## src/rtl/core/envelope_peak_limiter_macros.svh

```systemverilog
// Assertion macros for the limiter control module.
// Each macro expects clk and rst_n in scope.
`ifndef ENVELOPE_PEAK_LIMITER_MACROS_SVH
`define ENVELOPE_PEAK_LIMITER_MACROS_SVH

// Check a consequence in the same cycle as its cause.
`define ELP_ASSERT_SAME(label, ante, cons) \
    label: assert property (@(posedge clk) disable iff (!rst_n) (ante) |-> (cons)) \
        else $error("limiter: same-cycle check failed");

// Check a consequence in the cycle after its cause.
`define ELP_ASSERT_NEXT(label, ante, cons) \
    label: assert property (@(posedge clk) disable iff (!rst_n) (ante) |=> (cons)) \
        else $error("limiter: next-cycle check failed");

`endif

```

## src/rtl/core/elp_pkg.sv

```systemverilog
`default_nettype none

package elp_pkg;

    // Fixed field widths
    localparam int CEIL_W     = 24;
    localparam int COEF_W     = 16;
    localparam int CFG_ADDR_W = 2;
    localparam int CFG_DATA_W = 24;

    // Register indexes on the configuration port
    localparam logic [CFG_ADDR_W-1:0] CFG_CEILING = 2'd0;
    localparam logic [CFG_ADDR_W-1:0] CFG_ATTACK  = 2'd1;
    localparam logic [CFG_ADDR_W-1:0] CFG_RELEASE = 2'd2;

    // Register reset values
    localparam logic [CEIL_W-1:0] CEILING_RESET = 24'd8292560;
    localparam logic [COEF_W-1:0] ATTACK_RESET  = 16'd64184;
    localparam logic [COEF_W-1:0] RELEASE_RESET = 16'd65522;

    // Half an LSB of the Q0.16 product, for round half up
    localparam logic [COEF_W-1:0] ROUND_HALF = 16'h8000;

    typedef enum logic [2:0] {
        ST_IDLE,
        ST_ENV,
        ST_UPD,
        ST_MUL,
        ST_PREP,
        ST_DIV,
        ST_DONE
    } state_t;

    typedef struct packed {
        logic load_in;
        logic env_step;
        logic upd_step;
        logic mul_step;
        logic div_init;
        logic div_step;
        logic out_load;
    } cmd_t;

    typedef struct packed {
        logic out_free;
    } status_t;

endpackage

`default_nettype wire

```

## src/rtl/core/envelope_peak_limiter.sv

```systemverilog
// A request is accepted in idle, then passes the envelope, update, multiply, prepare and divide
// states; the result is loaded into the output register once that register is free. The
// restoring divider yields one quotient bit per cycle, and a new request waits for that load.
// A finished result sits in the output register while the next request is accepted.
// Reset: envelopes clear to zero, registers take their defaults, output register empties.
`default_nettype none

module envelope_peak_limiter #(
    parameter int SAMPLE_WIDTH = 24,
    parameter int CHANNELS     = 2
) (
    input  wire logic                                 clk,
    input  wire logic                                 rst_n,
    // Input stream
    input  wire logic                                 s_axis_tvalid,
    output logic                                      s_axis_tready,
    input  wire logic [((SAMPLE_WIDTH + 7) / 8) * 8 - 1:0] s_axis_tdata, // sample_in
    input  wire logic [0:0]                           s_axis_tuser, // channel
    // Output stream
    output logic                                      m_axis_tvalid,
    input  wire logic                                 m_axis_tready,
    output logic [((SAMPLE_WIDTH + 7) / 8) * 8 - 1:0] m_axis_tdata, // sample_out
    output logic [1:0]                                m_axis_tuser, // channel_out, limiting
    // Configuration
    input  wire logic                                 cfg_we,
    input  wire logic [elp_pkg::CFG_ADDR_W-1:0]       cfg_addr,
    input  wire logic [elp_pkg::CFG_DATA_W-1:0]       cfg_wdata
);

    localparam int DATA_W = ((SAMPLE_WIDTH + 7) / 8) * 8;

    logic [elp_pkg::CEIL_W-1:0] ceiling_reg;
    logic [elp_pkg::COEF_W-1:0] attack_reg;
    logic [elp_pkg::COEF_W-1:0] release_reg;

    elp_pkg::cmd_t              cmd;
    elp_pkg::status_t           status;
    logic                       out_channel;
    logic [SAMPLE_WIDTH-1:0]    out_sample;
    logic                       out_limiting;

    // Write configuration registers; ignore unused indexes
    always_ff @(posedge clk or negedge rst_n)
    begin
        if (!rst_n)
        begin
            ceiling_reg <= elp_pkg::CEILING_RESET;
            attack_reg  <= elp_pkg::ATTACK_RESET;
            release_reg <= elp_pkg::RELEASE_RESET;
        end
        else if (cfg_we)
        begin
            case (cfg_addr)
                elp_pkg::CFG_CEILING: ceiling_reg <= cfg_wdata[elp_pkg::CEIL_W-1:0];
                elp_pkg::CFG_ATTACK:  attack_reg  <= cfg_wdata[elp_pkg::COEF_W-1:0];
                elp_pkg::CFG_RELEASE: release_reg <= cfg_wdata[elp_pkg::COEF_W-1:0];
                default:
                begin
                end
            endcase
        end
    end

    elp_ctrl #(
        .SAMPLE_WIDTH(SAMPLE_WIDTH)
    ) u_ctrl (
        .clk     (clk),
        .rst_n   (rst_n),
        .in_valid(s_axis_tvalid),
        .in_ready(s_axis_tready),
        .cmd     (cmd),
        .status  (status)
    );

    elp_dp #(
        .SAMPLE_WIDTH(SAMPLE_WIDTH),
        .CHANNELS    (CHANNELS)
    ) u_dp (
        .clk         (clk),
        .rst_n       (rst_n),
        .cmd         (cmd),
        .status      (status),
        .ceiling     (ceiling_reg),
        .attack      (attack_reg),
        .release_c   (release_reg),
        .in_channel  (s_axis_tuser[0]),
        .in_sample   (s_axis_tdata[SAMPLE_WIDTH-1:0]),
        .out_valid   (m_axis_tvalid),
        .out_ready   (m_axis_tready),
        .out_channel (out_channel),
        .out_sample  (out_sample),
        .out_limiting(out_limiting)
    );

    // Pack the result; pad the data to whole bytes with zeros
    assign m_axis_tdata = DATA_W'(out_sample);
    assign m_axis_tuser = {out_limiting, out_channel};

endmodule

`default_nettype wire

```

## src/rtl/core/elp_dp.sv

```systemverilog
`default_nettype none

module elp_dp #(
    parameter int SAMPLE_WIDTH = 24,
    parameter int CHANNELS     = 2
) (
    input  wire logic                            clk,
    input  wire logic                            rst_n,
    input  wire elp_pkg::cmd_t                   cmd,
    output elp_pkg::status_t                     status,
    input  wire logic [elp_pkg::CEIL_W-1:0]      ceiling,
    input  wire logic [elp_pkg::COEF_W-1:0]      attack,
    input  wire logic [elp_pkg::COEF_W-1:0]      release_c,
    input  wire logic                            in_channel,
    input  wire logic [SAMPLE_WIDTH-1:0]         in_sample,
    output logic                                 out_valid,
    input  wire logic                            out_ready,
    output logic                                 out_channel,
    output logic [SAMPLE_WIDTH-1:0]              out_sample,
    output logic                                 out_limiting
);

    localparam int W          = SAMPLE_WIDTH;
    localparam int IDX_W      = (CHANNELS > 1) ? $clog2(CHANNELS) : 1;
    localparam int ENV_PROD_W = W + elp_pkg::COEF_W + 2;
    localparam int MUL_W      = W + elp_pkg::CEIL_W;
    localparam int NUM_W      = 2 * W - 1;
    localparam int CMP_W      = (W > elp_pkg::CEIL_W) ? W : elp_pkg::CEIL_W;

    // Request registers
    logic                         ch_reg;
    logic [IDX_W-1:0]             idx_reg;
    logic                         neg_reg;
    logic [W-1:0]                 mag_reg;
    logic [W-1:0]                 samp_reg;

    // Envelope state, one entry per channel
    logic [W-1:0]                 env_mem [CHANNELS];

    // Working registers
    logic signed [ENV_PROD_W-1:0] prod_reg;
    logic [W-1:0]                 env_new_reg;
    logic                         lim_reg;
    logic [NUM_W-1:0]             num_reg;
    logic [W-1:0]                 rem_reg;
    logic [W-2:0]                 quo_reg;

    // Output register
    logic                         out_valid_reg;
    logic                         out_ch_reg;
    logic [W-1:0]                 out_data_reg;
    logic                         out_lim_reg;

    logic [IDX_W-1:0]             idx_load;
    logic [W-1:0]                 mag_load;
    logic [W-1:0]                 env_cur;
    logic signed [W:0]            env_diff;
    logic [elp_pkg::COEF_W-1:0]   coef;
    logic signed [ENV_PROD_W-1:0] prod_next;
    logic signed [ENV_PROD_W-1:0] env_sum;
    logic [W-1:0]                 env_upd;
    logic [MUL_W-1:0]             num_wide;
    logic                         lim_next;
    logic [W:0]                   trial;
    logic [W:0]                   trial_sub;
    logic                         trial_ge;
    logic [W-1:0]                 quo_ext;
    logic [W-1:0]                 result;

    // Fold the channel onto the state index and take the magnitude
    assign idx_load = (CHANNELS == 1) ? '0 : IDX_W'(in_channel);
    assign mag_load = in_sample[W-1] ? (W'(0) - in_sample) : in_sample;

    // Pick the coefficient from the sign of env - mag and scale the difference
    assign env_cur   = env_mem[idx_reg];
    assign env_diff  = $signed({1'b0, env_cur}) - $signed({1'b0, mag_reg});
    assign coef      = env_diff[W] ? attack : release_c;
    assign prod_next = ENV_PROD_W'(env_diff) * ENV_PROD_W'($signed({1'b0, coef}));

    // env' = (mag * 2^16 + c * (env - mag) + half) >> 16
    assign env_sum = $signed({2'b00, mag_reg, elp_pkg::COEF_W'(0)}) + prod_reg
                   + $signed({{(W + 2){1'b0}}, elp_pkg::ROUND_HALF});
    assign env_upd = env_sum[W + elp_pkg::COEF_W - 1 : elp_pkg::COEF_W];

    // Gain numerator and ceiling compare
    assign num_wide = MUL_W'(mag_reg) * MUL_W'(ceiling);
    assign lim_next = CMP_W'(env_new_reg) > CMP_W'(ceiling);

    // One restoring division step
    assign trial     = {rem_reg, quo_reg[W-2]};
    assign trial_sub = trial - {1'b0, env_new_reg};
    assign trial_ge  = trial >= {1'b0, env_new_reg};

    // Apply the sign to the quotient or pass the sample
    assign quo_ext = {1'b0, quo_reg};
    assign result  = lim_reg ? (neg_reg ? (W'(0) - quo_ext) : quo_ext) : samp_reg;

    // Hold the envelopes; reset clears them
    always_ff @(posedge clk or negedge rst_n)
    begin
        if (!rst_n)
        begin
            for (int i = 0; i < CHANNELS; i++)
            begin
                env_mem[i] <= '0;
            end
        end
        else if (cmd.upd_step)
        begin
            env_mem[idx_reg] <= env_upd;
        end
    end

    // Advance the working registers
    always_ff @(posedge clk)
    begin
        if (cmd.load_in)
        begin
            ch_reg   <= in_channel;
            idx_reg  <= idx_load;
            neg_reg  <= in_sample[W-1];
            mag_reg  <= mag_load;
            samp_reg <= in_sample;
        end
        if (cmd.env_step)
        begin
            prod_reg <= prod_next;
        end
        if (cmd.upd_step)
        begin
            env_new_reg <= env_upd;
        end
        if (cmd.mul_step)
        begin
            num_reg <= NUM_W'(num_wide);
            lim_reg <= lim_next;
        end
        if (cmd.div_init)
        begin
            rem_reg <= num_reg[NUM_W-1 -: W];
            quo_reg <= num_reg[W-2:0];
        end
        else if (cmd.div_step)
        begin
            rem_reg <= trial_ge ? trial_sub[W-1:0] : trial[W-1:0];
            quo_reg <= {quo_reg[W-3:0], trial_ge};
        end
        if (cmd.out_load)
        begin
            out_ch_reg   <= ch_reg;
            out_data_reg <= result;
            out_lim_reg  <= lim_reg;
        end
    end

    // Hold the result until taken
    always_ff @(posedge clk or negedge rst_n)
    begin
        if (!rst_n)
        begin
            out_valid_reg <= 1'b0;
        end
        else if (cmd.out_load)
        begin
            out_valid_reg <= 1'b1;
        end
        else if (out_ready)
        begin
            out_valid_reg <= 1'b0;
        end
    end

    assign status.out_free = !out_valid_reg || out_ready;
    assign out_valid       = out_valid_reg;
    assign out_channel     = out_ch_reg;
    assign out_sample      = out_data_reg;
    assign out_limiting    = out_lim_reg;

endmodule

`default_nettype wire

```

## src/rtl/core/elp_ctrl.sv

```systemverilog
`default_nettype none
`include "envelope_peak_limiter_macros.svh"

module elp_ctrl #(
    parameter int SAMPLE_WIDTH = 24
) (
    input  wire logic                clk,
    input  wire logic                rst_n,
    input  wire logic                in_valid,
    output logic                     in_ready,
    output elp_pkg::cmd_t            cmd,
    input  wire elp_pkg::status_t    status
);

    localparam int STEPS = SAMPLE_WIDTH - 1;
    localparam int CNT_W = $clog2(STEPS);
    localparam logic [CNT_W-1:0] LAST_CNT = CNT_W'(STEPS - 1);

    elp_pkg::state_t  state_reg;
    elp_pkg::state_t  state_next;
    logic [CNT_W-1:0] cnt_reg;
    logic [CNT_W-1:0] cnt_next;

    // State and step counter
    always_ff @(posedge clk or negedge rst_n)
    begin
        if (!rst_n)
        begin
            state_reg <= elp_pkg::ST_IDLE;
            cnt_reg   <= '0;
        end
        else
        begin
            state_reg <= state_next;
            cnt_reg   <= cnt_next;
        end
    end

    // Sequence one request through envelope, gain, division and the output load
    always_comb
    begin
        state_next = state_reg;
        cnt_next   = cnt_reg;
        cmd        = '0;
        in_ready   = 1'b0;
        case (state_reg)
            elp_pkg::ST_IDLE:
            begin
                in_ready = 1'b1;
                if (in_valid)
                begin
                    cmd.load_in = 1'b1;
                    state_next  = elp_pkg::ST_ENV;
                end
            end
            elp_pkg::ST_ENV:
            begin
                cmd.env_step = 1'b1;
                state_next   = elp_pkg::ST_UPD;
            end
            elp_pkg::ST_UPD:
            begin
                cmd.upd_step = 1'b1;
                state_next   = elp_pkg::ST_MUL;
            end
            elp_pkg::ST_MUL:
            begin
                cmd.mul_step = 1'b1;
                state_next   = elp_pkg::ST_PREP;
            end
            elp_pkg::ST_PREP:
            begin
                cmd.div_init = 1'b1;
                cnt_next     = '0;
                state_next   = elp_pkg::ST_DIV;
            end
            elp_pkg::ST_DIV:
            begin
                cmd.div_step = 1'b1;
                if (cnt_reg == LAST_CNT)
                begin
                    state_next = elp_pkg::ST_DONE;
                end
                else
                begin
                    cnt_next = cnt_reg + 1'b1;
                end
            end
            elp_pkg::ST_DONE:
            begin
                if (status.out_free)
                begin
                    cmd.out_load = 1'b1;
                    state_next   = elp_pkg::ST_IDLE;
                end
            end
            default:
            begin
                state_next = elp_pkg::ST_IDLE;
            end
        endcase
    end

    `ELP_ASSERT_NEXT(a_accept_starts_env, in_valid && in_ready, state_reg == elp_pkg::ST_ENV)
    `ELP_ASSERT_NEXT(a_prep_clears_count, state_reg == elp_pkg::ST_PREP, state_reg == elp_pkg::ST_DIV && cnt_reg == '0)
    `ELP_ASSERT_SAME(a_div_count_range, state_reg == elp_pkg::ST_DIV, cnt_reg <= LAST_CNT)
    `ELP_ASSERT_SAME(a_load_needs_room, cmd.out_load, status.out_free)

endmodule

`default_nettype wire

```

## config.mk

```make
export PLATFORM = sky130hd
export DESIGN_NAME = envelope_peak_limiter
export DESIGN_NICKNAME = d
export VERILOG_FILES = /design/src/rtl/core/elp_pkg.sv /design/src/rtl/core/envelope_peak_limiter.sv /design/src/rtl/core/elp_dp.sv /design/src/rtl/core/elp_ctrl.sv
export VERILOG_INCLUDE_DIRS = /design/src /design/src/rtl/core
export SDC_FILE = /design/constraint.sdc
export NUM_CORES = 2
export LEC_CHECK = 0
export BUFFER_PORTS_ARGS = -buffer_cell sky130_fd_sc_hd__buf_2
export CAP_MARGIN = 5
export CORE_UTILIZATION = 50
export CTS_CLUSTER_DIAMETER = 50
export CTS_CLUSTER_SIZE = 10
export DETAILED_ROUTE_END_ITERATION = 10
export PLACE_DENSITY_LB_ADDON = 0.05
export SETUP_SLACK_MARGIN = 0.02
export SLEW_MARGIN = 20
export SYNTH_ARGS = -nofsm -noshare
export SYNTH_HDL_FRONTEND = slang
export SYNTH_SLANG_ARGS = --single-unit
```

## constraint.sdc

```tcl
create_clock -name clk -period 12.06 [get_ports clk]
set_input_delay 2.412 -clock clk [delete_from_list [all_inputs] [get_ports clk]]
set_output_delay 2.412 -clock clk [all_outputs]
set_load 0.005 [all_outputs]
```

Yosys cells after proc, flatten, opt, wreduce, memory -nomap -nowiden --
Cells that the tools add are included.
Storage, ports and cells: register bits 348, input port bits 56, logic and storage cells 95
Operators by class: $add $sub $neg 7, multipliers 2, magnitude comparators 4, eq/ne operators 13, mux-type cells 33, bitwise logic cells 1, reductions and logical operators 13
Operators by type and width (count):
- 2-to-1 mux 24 bit | 9
- 2-to-1 mux 23 bit | 3
- bitwise mux 48 bit | 1
- multiplier 24 x 24 -> 47 bit | 1
- adder 40 x 17 -> 40 bit, second input constant | 1
- adder 40 bit | 1
- multiplier 25 x 17 -> 40 bit | 1
- >= comparator 25 x 24 -> 1 bit | 1
- subtractor 24 x 24 -> 25 bit | 1
- demux 24 bit (select 1 bit) | 1
- > comparator 24 bit | 1
- subtractor 1 x 23 -> 24 bit, first input constant | 1
- subtractor 1 x 24 -> 24 bit, first input constant | 1
- subtractor 24 bit | 1
- case mux 3 bit (7 select lines) | 1
- 2-to-1 mux 16 bit | 1
- 2-to-1 mux 1 bit | 12
- case mux 5 bit (2 select lines) | 1
- equality test 3 bit, second input constant | 3
- 2-to-1 mux 3 bit | 3
- AND reduction 2 bit | 4
- equality test 3 x 2 -> 1 bit, second input constant | 2
- inequality test 2 bit, second input constant | 3
- nonzero test 2 bit | 3
- other kinds (16) | 16

Depth between registers and ports, before layout --
depth after elaboration 7, depth in mapped cells 40, depth with buffers taken out 36

Modules after synthesis --
A second synthesis with hierarchy kept.
Unflattened totals: cells, all modules 5030, area total of the unflattened synthesis 48370.1 um^2
Modules (own cells, without submodules):
- elp_dp | times used 1, cells an instance 4853, area each 45695.1 um^2
- envelope_peak_limiter | times used 1, cells an instance 121, area each 2167.1 um^2
- elp_ctrl | times used 1, cells an instance 56, area each 508.0 um^2

Worst setup path after synthesis --
Ideal clock, no wire load.
path kind register to register, start point reg u_dp.idx_reg, end point reg u_dp.prod_reg[28] (data pin), arrival time 9425 ps, data required time 11802 ps, slack 2378 ps, stages on the path, launching flop included 37, clock period less this slack 9682 ps, path through edfxtp_1 -> clkbuf_1 -> buf_1 -> mux2i_1 -> ha_1 -> fa_1 -> nand2b_1 -> a21oi_4 -> nand3b_1 -> a31oi_1 -> o21ai_2 -> a21oi_2 -> o31a_4 -> a211oi_4 -> buf_8 -> mux2i_2 -> buf_6 -> nor2_1 -> fa_1 -> inv_1 -> fa_1 -> fa_1 -> fa_1 -> inv_1 -> fa_1 -> fa_1 -> ha_1 -> a2111oi_0 -> o211ai_1 -> a21oi_1 -> nor4_1 -> o41a_1 -> o211a_1 -> o21a_1 -> or2_2 -> a21oi_1 -> xnor2_1
On the way: cells in the longest elaborated chain, start to end 7
Ends and longest elaborated chain:
- start, declared | line elp_dp.sv:32 | logic [IDX_W-1:0] idx_reg;
- start signal, assigned | line elp_dp.sv:120 | idx_reg <= idx_load;
- NOT 1 -> 2 bit (not written as such) * | line elp_dp.sv:75 | assign env_cur = env_mem[idx_reg];
- 2-to-1 mux 24 bit (not written as such) * (3 in a row) | line elp_dp.sv:75
- subtractor 24 x 24 -> 25 bit * | line elp_dp.sv:76 | assign env_diff = $signed({1'b0, env_cur}) - $signed({1'b0, mag_reg});
- 2-to-1 mux 16 bit | line elp_dp.sv:77 | assign coef = env_diff[W] ? attack : release_c;
- multiplier 25 x 17 -> 40 bit * | line elp_dp.sv:78 | assign prod_next = ENV_PROD_W'(env_diff) * ENV_PROD_W'($signed({1'b0, coef}));
- named net u_dp.prod_next[28] | line elp_dp.sv:59 | logic signed [ENV_PROD_W-1:0] prod_next;
- end signal, assigned | line elp_dp.sv:127 | prod_reg <= prod_next;
- end, declared | line elp_dp.sv:41 | logic signed [ENV_PROD_W-1:0] prod_reg;
The timed path passes the listed nets; every way through them passes the cells marked *. The select of a mux whose other input is x is not followed. A chain may end at the register's enable or synchronous reset.

Final worst setup path --
start point reg u_dp.idx_reg, end point reg u_dp.prod_reg[39] (data pin)
Same word-level chain as after synthesis.

==> flow_summary.toml <==
[outcome]
outcome = "finished, final reports clean"

[die]
dieArea_mm2 = 0.0985
die_x_um = 314
num_rows = 113
initial_utilization_pct = 50.9
core_area_mm2 = 0.0956
ioPinCount = 84
fp.dieH_um = 314

[critical_path]
reg2reg_depth = 34
rr_endpoint = "u_dp.prod_reg[39]"
startpoint_type = "flop"
critPathMaxStageDelay_ns = 0.82
reg2reg_from = "u_dp.idx_reg"
critPathSlowestCell = "a211oi_4"
cpMostUsedCell = "fa_1"
critPathRequiredTime_ns = 12.41
endpoint_kind = "flop"
critical_path_arrival_ns = 11.33
ff2ff_setup_slack_ns = 1.08
crit_fanout = 24
path_class = "reg -> reg"

[sta]
timing.slew.headroom_pct = 18.3
skew_ns = 0.0411
max_freq_mhz = 91.1
finalMaxSlewViolations = 0
rsz0062_at_grt = "false"
tightest_slew_ns = 1.22
hold_viol_final = 0
setup_violations = 0
period_minus_slack_ns = 10.98
finalCritPeriodShare_pct = 91.1
final.setup.tns_ns = 0

[drt]
drt-initial-drc-count = 2669
drc_errors = 0
ant_nets = 0
viasPerCell = 5.46
drt_first_pass_iters = 6
via_count = 35600
wl_per_cell_um = 22.3
wirelength_um = 145000

[placed_design]
port-buffer-count = 83
place.gp.congestion = 0.903
dp_hpwl_um = 117000

[synthesis]
syn_avg_cell_area_um2 = 9.37
synth_nets = 6470
yosys-top-cells-count = "inv_1, fa_1, nand2_1, nor2_1, ha_1"
synth_largest_area_cell = "fa_1"
syn_inst = 5189
synth.most_common_cell = "inv_1"
synth_warnings = 0
syn-cell-area_mm2 = 0.0486
yosysTopAreaCellShare_pct = 35.5
async_flop_share_pct = 34.1
synth_edf_count = 218
synthDistinctLibCells = 84
synthTopCellsByArea = "fa_1, edfxtp_1, ha_1"
ys.flop_type = "edfxtp_1"
seq_area_frac_synth_pct = 19.4
ys_ff_latch = 331

[min_path]
holdPathStages = 2
min_to = "u_dp.env_mem[43]"
hold_class = "reg -> reg"
hp-start = "u_dp.env_mem[43]"

[grt]
grt_usage_pct = 30.5
antenna_found_initial = 7
grt_first_pass_wirelength_um = 224000
grt-ovfl-total = 0
grt_max_degree = 50
grt_pass1_vias = 36600

[cells_and_area]
nets = 6503
largest_register_ffs = 48
syn2layout_area_growth_pct = 7.57
antennaDiodeCount = 0
final_core_util_pct = 54.7
fill_cells = 8911
drive_gt1_share_pct = 7.89

[clocking]
clock_latency_ns = 0.61
cts_hold_buffers = 0
cts.path.max_buffers = 3
cts_htree_levels = 2
cts_tree = "yes"
clock-sinks = 331
ctsResizeCount = 0
clockRootBuffer = "clkbuf_16"
cts_setup_buffers = 0
cts_buffers = 51
clk_pin_slew_worst_paths_ns = 0.06

[job]
cap_violations = 0
[through the flow]
step | setup slack, ns | cell area, um^2 | std cells | hold slack (ns)
after CTS | 1.14 | 52300 | 6527 | 0.479
after detailed placement | 1.20 | 50600 | 6434 | 0.467
after global placement | 1.35 | 50600 | 6434 | 0.458
after global routing | 0.587 | 52300 | 6527 | 0.501
final | 1.08 | 52300 | 6527 | 0.473
after floorplan | 2.38 | 48600 | 5189 | 0.424
[per-layer routing]
metal	vias up	share of wire, %	global-route usage [%]
met5	-	0.0028	0
met3	190	7.7	5.73
met1	18300	44	43.6
li1	16000	-	-
met2	1089	46	48.0
met4	2	2.6	7.51
[cells in the final DEF (no fill, tap or decap), drive strengths merged, types with 5 or more instances in the layout]
cell type / Yosys / routed
inv: 1059 / 1065
fa: 861 / 861
nand2: 815 / 815
nor2: 443 / 443
ha: 364 / 364
edfxtp: 218 / 218
buf: 50 / 181
a21oi: 160 / 160
o21ai: 160 / 160
xnor2: 124 / 124
dfrtp: 79 / 79
xor2: 74 / 74
mux2: 71 / 71
clkbuf: 151 / 66
a21o: 53 / 53
nor3: 47 / 47
and2: 47 / 47
nand2b: 42 / 42
o21a: 41 / 41
dfstp: 34 / 34
nor2b: 32 / 32
nand3: 30 / 30
clkinv: 9 / 23
o31ai: 19 / 19
or3: 17 / 17
o21bai: 17 / 17
mux2i: 15 / 15
a31oi: 13 / 13
nand4: 13 / 13
a211oi: 13 / 13
or2: 13 / 13
and3: 11 / 11
o211ai: 10 / 10
or4: 10 / 10
o41ai: 9 / 9
nor4: 6 / 6
a2111oi: 5 / 5
[critical path, delay by kind of cell (launching register included)]
family / cells / cell delay [ns]
AO/OA/AOI/OAI: 13 / 3.60
XOR/XNOR: 1 / 0.14
adder cells (fa/ha/maj): 8 / 3.75
buffers and inverters: 7 / 1.22
flip-flops: 1 / 0.52
multiplexers: 2 / 0.59
AND/OR/NAND/NOR: 3 / 0.87
[worst max path at each step]
stage,startpoint,end
CTS,u_dp.idx_reg,u_dp.prod_reg[39]
global placement,u_dp.idx_reg,u_dp.prod_reg[39]
detailed placement,u_dp.idx_reg,u_dp.prod_reg[39]
finish,u_dp.idx_reg,u_dp.prod_reg[39]
global route,u_dp.idx_reg,u_dp.prod_reg[39]
floorplan,u_dp.idx_reg,u_dp.prod_reg[28]
[area by class of cell]
type / count / area, um^2 / area share (%)
tap: 1265 / 1580 / 3.03
timing repair buffer: 181 / 1150 / 2.21
sequential: 331 / 9420 / 18.0
inverter: 1068 / 4010 / 7.67
clock buffer: 66 / 1410 / 2.69
clock inverter: 27 / 310 / 0.593
multi-input combinational: 3589 / 34400 / 65.8
[logic make-up (layout without fill, tap and decap cells)]
group | Yosys count | in the layout | synth area share (%)
compound gates | 535 | 535 | 6.86
xor+xnor | 198 | 198 | 3.57
fa+ha+maj | 1225 | 1225 | 44.8
buf+inv | 1269 | 1342 | 10.0
flops | 331 | 331 | 19.4
mux | 86 | 86 | 2.01
simple gates | 1545 | 1545 | 13.3
Power is not shown: default switching activity piles up to over one toggle a cycle in this logic, so the estimate is an artifact.
